==> config.mk <==
export PLATFORM = sky130hd
export DESIGN_NAME = tremolo_amplitude_modulator_core
export DESIGN_NICKNAME = d
export VERILOG_FILES = /design/src/hw/rtl/trem_pkg.sv /design/src/hw/rtl/trem_ram.sv /design/src/hw/rtl/tremolo_amplitude_modulator_core.sv
export SDC_FILE = /design/constraint.sdc
export NUM_CORES = 2
export LEC_CHECK = 0
export BUFFER_PORTS_ARGS = -buffer_cell sky130_fd_sc_hd__buf_2
export CORE_MARGIN = 3
export CORE_UTILIZATION = 50
export DETAILED_ROUTE_END_ITERATION = 6
export PLACE_DENSITY_LB_ADDON = 0.05
export SLEW_MARGIN = 10
export SYNTH_ARGS = -nofsm -noshare
export SYNTH_HDL_FRONTEND = slang
export SYNTH_HIERARCHICAL = 1
export SYNTH_SLANG_ARGS = --single-unit
==> constraint.sdc <==
create_clock -name clk -period 11.35 [get_ports clk]
set_input_delay 2.27 -clock clk [delete_from_list [all_inputs] [get_ports clk]]
set_output_delay 2.27 -clock clk [all_outputs]
set_load 0.01 [all_outputs]
==> src/hw/rtl/trem_pkg.sv <==
// ----------------------------------------------------------------------------
// Tremolo package
// Shared widths, register indexes, reset values and the CORDIC arctangent
// table for the tremolo amplitude modulator.
// ----------------------------------------------------------------------------
package trem_pkg;

    localparam int SAMPLE_BITS     = 16;
    localparam int SINE_ITERATIONS = 16;
    localparam int ITER_W          = (SINE_ITERATIONS > 1) ? $clog2(SINE_ITERATIONS) : 1;

    localparam int PERIOD_W = 16;
    localparam int PHASE_W  = 32;
    localparam int DEPTH_W  = 16;

    localparam int CFG_IDX_W  = 2;
    localparam int CFG_DATA_W = 32;

    localparam logic [CFG_IDX_W-1:0] CFG_PERIOD     = 2'd0;
    localparam logic [CFG_IDX_W-1:0] CFG_PHASE_STEP = 2'd1;
    localparam logic [CFG_IDX_W-1:0] CFG_DEPTH      = 2'd2;

    localparam logic [PERIOD_W-1:0] PERIOD_RESET     = 16'd12000;
    localparam logic [PHASE_W-1:0]  PHASE_STEP_RESET = 32'd357914;
    localparam logic [DEPTH_W-1:0]  DEPTH_RESET      = 16'd14746;
    localparam logic [DEPTH_W-1:0]  DEPTH_MAX        = 16'd32768;

    localparam int Q_FRAC     = 30;
    localparam int DEPTH_FRAC = 15;
    localparam int CORDIC_W   = 34;
    localparam int ATAN_LEN   = 24;
    localparam int ATAN_IDX_W = 5;
    localparam int DPROD_W    = DEPTH_W + 1 + CORDIC_W + 1;
    localparam int GAIN_W     = 36;
    localparam int SPROD_W    = SAMPLE_BITS + GAIN_W;

    localparam logic signed [CORDIC_W-1:0] CORDIC_START_X = 34'sd652032874;
    localparam logic signed [CORDIC_W:0]   ONE_DIFF       = (CORDIC_W + 1)'(64'sd1 <<< Q_FRAC);
    localparam logic signed [DPROD_W-1:0]  ONE_GAIN       = DPROD_W'(64'sd1 <<< Q_FRAC);

    localparam logic signed [SPROD_W-1:0] ROUND_HALF = SPROD_W'(64'sd1 <<< (Q_FRAC - 1));
    localparam logic signed [SPROD_W-1:0] SAT_MAX    =
        SPROD_W'((64'sd1 <<< (SAMPLE_BITS - 1)) - 64'sd1);
    localparam logic signed [SPROD_W-1:0] SAT_MIN    =
        SPROD_W'(-(64'sd1 <<< (SAMPLE_BITS - 1)));

    typedef struct packed {
        logic [PERIOD_W-1:0] sample_counter;
        logic [PHASE_W-1:0]  lfo_phase;
    } lfo_state_t;

    localparam int LFO_STATE_W = PERIOD_W + PHASE_W;

    // arctangent of 2^-i in units of 2^-32 turn
    function automatic logic signed [CORDIC_W-1:0] atan_turns(input logic [ATAN_IDX_W-1:0] idx);
        logic signed [CORDIC_W-1:0] v;
        unique case (idx)
            5'd0:    v = 34'sd536870912;
            5'd1:    v = 34'sd316933406;
            5'd2:    v = 34'sd167458907;
            5'd3:    v = 34'sd85004756;
            5'd4:    v = 34'sd42667331;
            5'd5:    v = 34'sd21354465;
            5'd6:    v = 34'sd10679838;
            5'd7:    v = 34'sd5340245;
            5'd8:    v = 34'sd2670163;
            5'd9:    v = 34'sd1335087;
            5'd10:   v = 34'sd667544;
            5'd11:   v = 34'sd333772;
            5'd12:   v = 34'sd166886;
            5'd13:   v = 34'sd83443;
            5'd14:   v = 34'sd41722;
            5'd15:   v = 34'sd20861;
            5'd16:   v = 34'sd10430;
            5'd17:   v = 34'sd5215;
            5'd18:   v = 34'sd2608;
            5'd19:   v = 34'sd1304;
            5'd20:   v = 34'sd652;
            5'd21:   v = 34'sd326;
            5'd22:   v = 34'sd163;
            5'd23:   v = 34'sd81;
            default: v = '0;
        endcase
        return v;
    endfunction

endpackage

==> src/hw/rtl/trem_ram.sv <==
// ----------------------------------------------------------------------------
// Generic single-port-write RAM
// One write port and one read port, read data registered.
// ----------------------------------------------------------------------------
module trem_ram #(
    parameter int WIDTH  = 8,
    parameter int ADDR_W = 1
) (
    input  logic              clk,
    input  logic              we,
    input  logic [ADDR_W-1:0] waddr,
    input  logic [WIDTH-1:0]  wdata,
    input  logic              re,
    input  logic [ADDR_W-1:0] raddr,
    output logic [WIDTH-1:0]  rdata
);

    localparam int DEPTH = 1 << ADDR_W;

    logic [WIDTH-1:0] mem [DEPTH];
    logic [WIDTH-1:0] rdata_reg;

    always_ff @(posedge clk)
    begin
        if (we)
        begin
            mem[waddr] <= wdata;
        end
        if (re)
        begin
            rdata_reg <= mem[raddr];
        end
    end

    assign rdata = rdata_reg;

endmodule

==> src/hw/rtl/tremolo_amplitude_modulator_core.sv <==
// ----------------------------------------------------------------------------
// Tremolo amplitude modulator core
// Scales a stereo Q1.15 frame by a cosine LFO gain computed with CORDIC.
// ----------------------------------------------------------------------------
// Each accepted request is one stereo frame. The block handles one frame at
// a time: after acceptance it steps through LOAD, ROTATE (the iterative
// CORDIC rotation, one step per cycle), FOLD, SCALE, GAIN, MUL_L, MUL_R and
// DONE, which waits until the output register is free and hands the result
// to it; only then does it return to IDLE and take a new frame. The counter
// and phase live in a small RAM that is read when a frame is accepted and
// written back on the next cycle. A finished result waits in the output
// register while the next frame is taken in. Configuration writes (period,
// phase_step, depth) take effect at once and belong in idle time.
module tremolo_amplitude_modulator_core (
    input  logic                                  clk,
    input  logic                                  rst_n,
    input  logic                                  cfg_we,
    input  logic [trem_pkg::CFG_IDX_W-1:0]        cfg_index,
    input  logic [trem_pkg::CFG_DATA_W-1:0]       cfg_data,
    input  logic                                  in_valid,
    output logic                                  in_ready,
    input  logic signed [trem_pkg::SAMPLE_BITS-1:0] left_sample,
    input  logic signed [trem_pkg::SAMPLE_BITS-1:0] right_sample,
    output logic                                  out_valid,
    input  logic                                  out_ready,
    output logic signed [trem_pkg::SAMPLE_BITS-1:0] left_out,
    output logic signed [trem_pkg::SAMPLE_BITS-1:0] right_out
);

    import trem_pkg::*;

    typedef enum logic [3:0] {
        ST_IDLE,
        ST_LOAD,
        ST_ROTATE,
        ST_FOLD,
        ST_SCALE,
        ST_GAIN,
        ST_MUL_L,
        ST_MUL_R,
        ST_DONE
    } state_t;

    localparam logic [ITER_W-1:0] ITER_LAST = ITER_W'(SINE_ITERATIONS - 1);

    state_t state_reg;
    state_t state_next;

    logic [PERIOD_W-1:0] period_reg;
    logic [PHASE_W-1:0]  phase_step_reg;
    logic [DEPTH_W-1:0]  depth_reg;

    logic                lfo_valid_reg;
    logic [ITER_W-1:0]   iter_reg;
    logic                out_valid_reg;
    logic signed [SAMPLE_BITS-1:0] left_out_reg;
    logic signed [SAMPLE_BITS-1:0] right_out_reg;

    logic signed [SAMPLE_BITS-1:0] left_reg;
    logic signed [SAMPLE_BITS-1:0] right_reg;
    logic signed [SAMPLE_BITS-1:0] left_res_reg;
    logic signed [CORDIC_W-1:0]    x_reg;
    logic signed [CORDIC_W-1:0]    y_reg;
    logic signed [CORDIC_W-1:0]    z_reg;
    logic [1:0]                    quad_reg;
    logic signed [CORDIC_W-1:0]    cos_reg;
    logic signed [DPROD_W-1:0]     dprod_reg;
    logic signed [GAIN_W-1:0]      gain_reg;
    logic signed [SPROD_W-1:0]     sprod_reg;

    logic                in_acc;
    logic                out_free;
    logic                ram_we;
    logic [LFO_STATE_W-1:0] ram_rdata;
    lfo_state_t          lfo_cur;
    lfo_state_t          lfo_next;
    logic                wrap;
    logic [PERIOD_W-1:0] count_eff;
    logic [PHASE_W-1:0]  phase_eff;

    logic signed [CORDIC_W-1:0] dx;
    logic signed [CORDIC_W-1:0] dy;
    logic signed [CORDIC_W-1:0] atan_val;
    logic signed [CORDIC_W-1:0] x_next;
    logic signed [CORDIC_W-1:0] y_next;
    logic signed [CORDIC_W-1:0] z_next;
    logic signed [CORDIC_W-1:0] cos_fold;
    logic [DEPTH_W-1:0]         depth_eff;
    logic signed [CORDIC_W:0]   cos_diff;
    logic signed [DPROD_W-1:0]  gain_full;
    logic signed [SAMPLE_BITS-1:0] mul_a;
    logic signed [SPROD_W-1:0]  mul_p;

    function automatic logic signed [SAMPLE_BITS-1:0] sat_round(
        input logic signed [SPROD_W-1:0] p
    );
        logic signed [SPROD_W-1:0] r;
        logic signed [SAMPLE_BITS-1:0] v;
        r = (p + ROUND_HALF) >>> Q_FRAC;
        if (r > SAT_MAX)
        begin
            v = SAT_MAX[SAMPLE_BITS-1:0];
        end
        else if (r < SAT_MIN)
        begin
            v = SAT_MIN[SAMPLE_BITS-1:0];
        end
        else
        begin
            v = r[SAMPLE_BITS-1:0];
        end
        return v;
    endfunction

    assign in_acc   = in_valid && in_ready;
    assign out_free = !out_valid_reg || out_ready;
    assign ram_we   = (state_reg == ST_LOAD);

    trem_ram #(
        .WIDTH  (LFO_STATE_W),
        .ADDR_W (1)
    ) u_lfo_ram (
        .clk   (clk),
        .we    (ram_we),
        .waddr (1'b0),
        .wdata (lfo_next),
        .re    (in_acc),
        .raddr (1'b0),
        .rdata (ram_rdata)
    );

    // treat the entry as zero until its first write-back
    always_comb
    begin
        lfo_cur   = lfo_valid_reg ? lfo_state_t'(ram_rdata) : '0;
        wrap      = (lfo_cur.sample_counter >= period_reg);
        count_eff = wrap ? '0 : lfo_cur.sample_counter;
        phase_eff = wrap ? '0 : lfo_cur.lfo_phase;
        lfo_next.sample_counter = count_eff + PERIOD_W'(1);
        lfo_next.lfo_phase      = phase_eff + phase_step_reg;
    end

    always_comb
    begin
        dx       = y_reg >>> iter_reg;
        dy       = x_reg >>> iter_reg;
        atan_val = atan_turns(ATAN_IDX_W'(iter_reg));
        if (!z_reg[CORDIC_W-1])
        begin
            x_next = x_reg - dx;
            y_next = y_reg + dy;
            z_next = z_reg - atan_val;
        end
        else
        begin
            x_next = x_reg + dx;
            y_next = y_reg - dy;
            z_next = z_reg + atan_val;
        end
    end

    always_comb
    begin
        case (quad_reg)
            2'd0:    cos_fold = x_reg;
            2'd1:    cos_fold = -y_reg;
            2'd2:    cos_fold = -x_reg;
            default: cos_fold = y_reg;
        endcase
    end

    assign depth_eff = (depth_reg > DEPTH_MAX) ? DEPTH_MAX : depth_reg;
    assign cos_diff  = ONE_DIFF - {cos_reg[CORDIC_W-1], cos_reg};
    assign gain_full = ONE_GAIN - (dprod_reg >>> DEPTH_FRAC);
    assign mul_a     = (state_reg == ST_MUL_L) ? left_reg : right_reg;
    assign mul_p     = SPROD_W'(mul_a) * SPROD_W'(gain_reg);

    always_ff @(posedge clk or negedge rst_n)
    begin
        if (!rst_n)
        begin
            period_reg     <= PERIOD_RESET;
            phase_step_reg <= PHASE_STEP_RESET;
            depth_reg      <= DEPTH_RESET;
        end
        else if (cfg_we)
        begin
            unique case (cfg_index)
                CFG_PERIOD:     period_reg     <= cfg_data[PERIOD_W-1:0];
                CFG_PHASE_STEP: phase_step_reg <= cfg_data[PHASE_W-1:0];
                CFG_DEPTH:      depth_reg      <= cfg_data[DEPTH_W-1:0];
                default:        ;
            endcase
        end
    end

    always_comb
    begin
        state_next = state_reg;
        unique case (state_reg)
            ST_IDLE:   if (in_valid) state_next = ST_LOAD;
            ST_LOAD:   state_next = ST_ROTATE;
            ST_ROTATE: if (iter_reg == ITER_LAST) state_next = ST_FOLD;
            ST_FOLD:   state_next = ST_SCALE;
            ST_SCALE:  state_next = ST_GAIN;
            ST_GAIN:   state_next = ST_MUL_L;
            ST_MUL_L:  state_next = ST_MUL_R;
            ST_MUL_R:  state_next = ST_DONE;
            ST_DONE:   if (out_free) state_next = ST_IDLE;
            default:   state_next = ST_IDLE;
        endcase
    end

    always_ff @(posedge clk or negedge rst_n)
    begin
        if (!rst_n)
        begin
            state_reg     <= ST_IDLE;
            lfo_valid_reg <= 1'b0;
            iter_reg      <= '0;
            out_valid_reg <= 1'b0;
        end
        else
        begin
            state_reg <= state_next;
            if (state_reg == ST_LOAD)
            begin
                lfo_valid_reg <= 1'b1;
                iter_reg      <= '0;
            end
            else if (state_reg == ST_ROTATE)
            begin
                iter_reg <= iter_reg + ITER_W'(1);
            end
            if (state_reg == ST_DONE && out_free)
            begin
                out_valid_reg <= 1'b1;
                left_out_reg  <= left_res_reg;
                right_out_reg <= sat_round(sprod_reg);
            end
            else if (out_ready)
            begin
                out_valid_reg <= 1'b0;
            end
        end
    end

    always_ff @(posedge clk)
    begin
        if (in_acc)
        begin
            left_reg  <= left_sample;
            right_reg <= right_sample;
        end
        case (state_reg)
            ST_LOAD:
            begin
                x_reg    <= CORDIC_START_X;
                y_reg    <= '0;
                z_reg    <= $signed({{(CORDIC_W - PHASE_W + 2){1'b0}},
                                     phase_eff[PHASE_W-3:0]});
                quad_reg <= phase_eff[PHASE_W-1:PHASE_W-2];
            end
            ST_ROTATE:
            begin
                x_reg <= x_next;
                y_reg <= y_next;
                z_reg <= z_next;
            end
            ST_FOLD:  cos_reg   <= cos_fold;
            ST_SCALE: dprod_reg <= DPROD_W'($signed({1'b0, depth_eff})) * DPROD_W'(cos_diff);
            ST_GAIN:  gain_reg  <= gain_full[GAIN_W-1:0];
            ST_MUL_L: sprod_reg <= mul_p;
            ST_MUL_R:
            begin
                left_res_reg <= sat_round(sprod_reg);
                sprod_reg    <= mul_p;
            end
            default:  ;
        endcase
    end

    assign in_ready  = (state_reg == ST_IDLE);
    assign out_valid = out_valid_reg;
    assign left_out  = left_out_reg;
    assign right_out = right_out_reg;

endmodule

==> summary.txt <==
Mapped Cells -> 7556
DRC errors left -> 2
final core occ -> 54.0%
Seq/Total Area, Yosys -> 21.7%
RSZ-0062 raised after global routing -> false
worst slew pin tran -> 2.63 ns
yosys warns -> 6
number of hold buffers added after CTS -> 0
GR Overflow Total -> 0
antenna violations before repair -> 3
EDFF count, synth -> 457
Port Buf Inserts -> 104
gr usage total -> 27.2%
hold path depth -> 0
Startpoint Class -> flop
fmax -> 0.0989 GHz
TNS Setup -> 0 ns
R2R cell count -> 28
hold worst-path end -> left_out[3]
largest net degree at the start of global routing -> 83
CP arrival -> 10.53 ns
clk buf depth -> 3
Commonest cells post-synth -> inv_1 (1267), nand2_1 (1072), fa_1 (1069)
min Tclk post-route -> 10.11 ns
Synth area leaders -> fa_1 (30%), edfxtp_1 (19%), ha_1 (6.9%), inv_1 (6.6%), nand2_1 (5.6%)
FF-to-FF End -> dprod_reg[41]
endpoint type of the worst setup path -> flop
register bit total from synthesis -> 531
Max stage delay on crit path -> 0.96 ns
first-pass GRT wire length -> 314000 µm
clock skew -> 0.0413 ns
average wire per standard cell -> 20.9 µm
Final Max Slew Viols -> 49
syn avg cell area -> 9.53 µm²
RD Place Congestion -> 0.903
DIE HEIGHT -> 385 µm
post-synthesis cell area -> 0.0720 mm²
vias per cell -> 5.57
die area -> 0.149 mm²
CP most frequent cell -> fa_1
HPWL after DPL -> 153000 µm
clock root buffer master -> clkbuf_16
Synth top area share -> 29.7%
Net count, final -> 9023
worst skew pair latency -> 0.70 ns
Largest register FFs -> 96
Inst Count DP -> 9306
routed via count -> 52500
Worst Path Required -> 11.77 ns
I/O pin cnt -> 105
kind of critical path -> reg -> reg
synth unique cells -> 92
Tcrit/Tclk final -> 89.1%
CTS tree -> done
worst hold start -> left_res_reg[3]
share of cells above drive strength 1 -> 7.89%
leading area contributor after synthesis -> fa_1
Routed Wire Length -> 197000 µm
area growth from synthesis to final layout -> 6.70%
post-CTS setup buffers -> 0
Final Instance Count excl. Fillers -> 9432
HP Class -> reg -> reg
vias in the first global route -> 55700
htree depth -> 3
failing checks -> DRC, slew limit
R2R setup slack -> 1.24 ns
Resize count post-CTS -> 0
core area -> 0.142 mm²
Iter 0 DRT Violations -> 3305
CP max-delay cell -> xor2_1
Hold Fails Final Rpt -> 0
RR Startpoint -> cos_reg[0]
# rows -> 138
worst-path fanout max -> 12
Initial Utilization -> 50.6%
TritonRoute pass-1 iters -> 7
die width -> 385 µm
most frequent cell after synthesis -> inv_1
final setup vio count -> 0
fillers -> 13100
Slew HR -> -75.2%
Post-synth top flop -> edfxtp_1
outcome -> finished, violations left
DRT antenna net count -> 0
number of CTS-inserted buffers -> 68
CTS sink count -> 531
clock slew at reported path FFs -> 0.06 ns
ys async rst share -> 13.9%
max-cap viol count -> 0
==> critical path: cells and delay by family, from the launching register on <==
kind / cells / cell delay [ns]
adders and majority gates: 8 / 3.69
buffers and inverters: 4 / 0.38
AOI/OAI and AO/OA: 8 / 2.22
xor gates and xnor gates: 2 / 1.06
DFF: 1 / 0.51
and+or+nand+nor: 6 / 1.98
==> metal layers <==
layer	global-route usage (%)	vias to the layer above	share of wire [%]
met5	0	-	0
met4	9.80	0	4.1
li1	-	24100	-
met2	46.1	1552	48
met1	35.7	26500	42
met3	3.71	348	5.6
==> worst max path at each step <==
| stage | startpoint | end | slack [ns] | cells after the start |
|---|---|---|---|---|
| 2_1_floorplan | cos_reg[0] | dprod_reg[48] | 2.27 | 34 |
| 3_3_place_gp | state_reg[2] | sprod_reg[51] | 1.30 | 24 |
| 3_5_place_dp | state_reg[2] | sprod_reg[51] | 1.23 | 24 |
| 4_1_cts | state_reg[2] | sprod_reg[51] | 1.20 | 24 |
| 5_1_grt | state_reg[2] | sprod_reg[51] | 0.73 | 25 |
| 6_report | cos_reg[0] | dprod_reg[41] | 1.24 | 28 |
==> cell usage in the layout, fill, tap and decap left out, types with 103 or more instances in the layout <==
cell type  netlist  final
xnor2_1        243    241
fa_1          1069   1069
o21ai_0        202    202
buf_2           26    103
nand2_1       1072   1070
xor2_1         177    177
a21oi_1        294    294
inv_1         1267   1266
mux2_2         110    110
and2_1         156    151
ha_1           397    397
edfxtp_1       457    457
nor2b_1        189    180
nor2_1         452    447
a21o_1         118    118
==> cell type report <==
| class | instances | area [µm²] | area share [%] |
|---|---|---|---|
| Multi-Input combinational cell | 5420 | 50500 | 65.7 |
| Tap cell | 1890 | 2360 | 3.08 |
| Timing Repair Buffer | 193 | 1190 | 1.55 |
| Clock buffer | 84 | 1810 | 2.36 |
| Inverter | 1272 | 4780 | 6.22 |
| Clock inverter | 41 | 577 | 0.751 |
| Sequential cell | 531 | 15600 | 20.3 |
| Antenna cell | 1 | 2.50 | 0.00326 |
==> per-stage QoR <==
| stage | hold slack, ns | instance area (µm²) | worst slack, ns |
|---|---|---|---|
| 4_1_cts | 0.419 | 76800 | 1.20 |
| 3_3_place_gp | 0.402 | 74400 | 1.30 |
| 5_1_grt | 0.425 | 76800 | 0.728 |
| 6_report | 0.417 | 76800 | 1.24 |
| 2_1_floorplan | 0.400 | 72000 | 2.27 |
| 3_5_place_dp | 0.405 | 74400 | 1.23 |
==> logic make-up after synthesis <==
logic type,share of synthesized area [%]
muxes,5.21
AOI/OAI and AO/OA,7.99
DFF,21.7
other,0.00521
xor gates and xnor gates,5.11
buffers and inverters,8.50
adders and majority gates,36.6
and+or+nand+nor,14.9
Power is left out: the tool's default activity adds up to more than one toggle a clock period on the data nets, which glitch-free logic cannot reach.
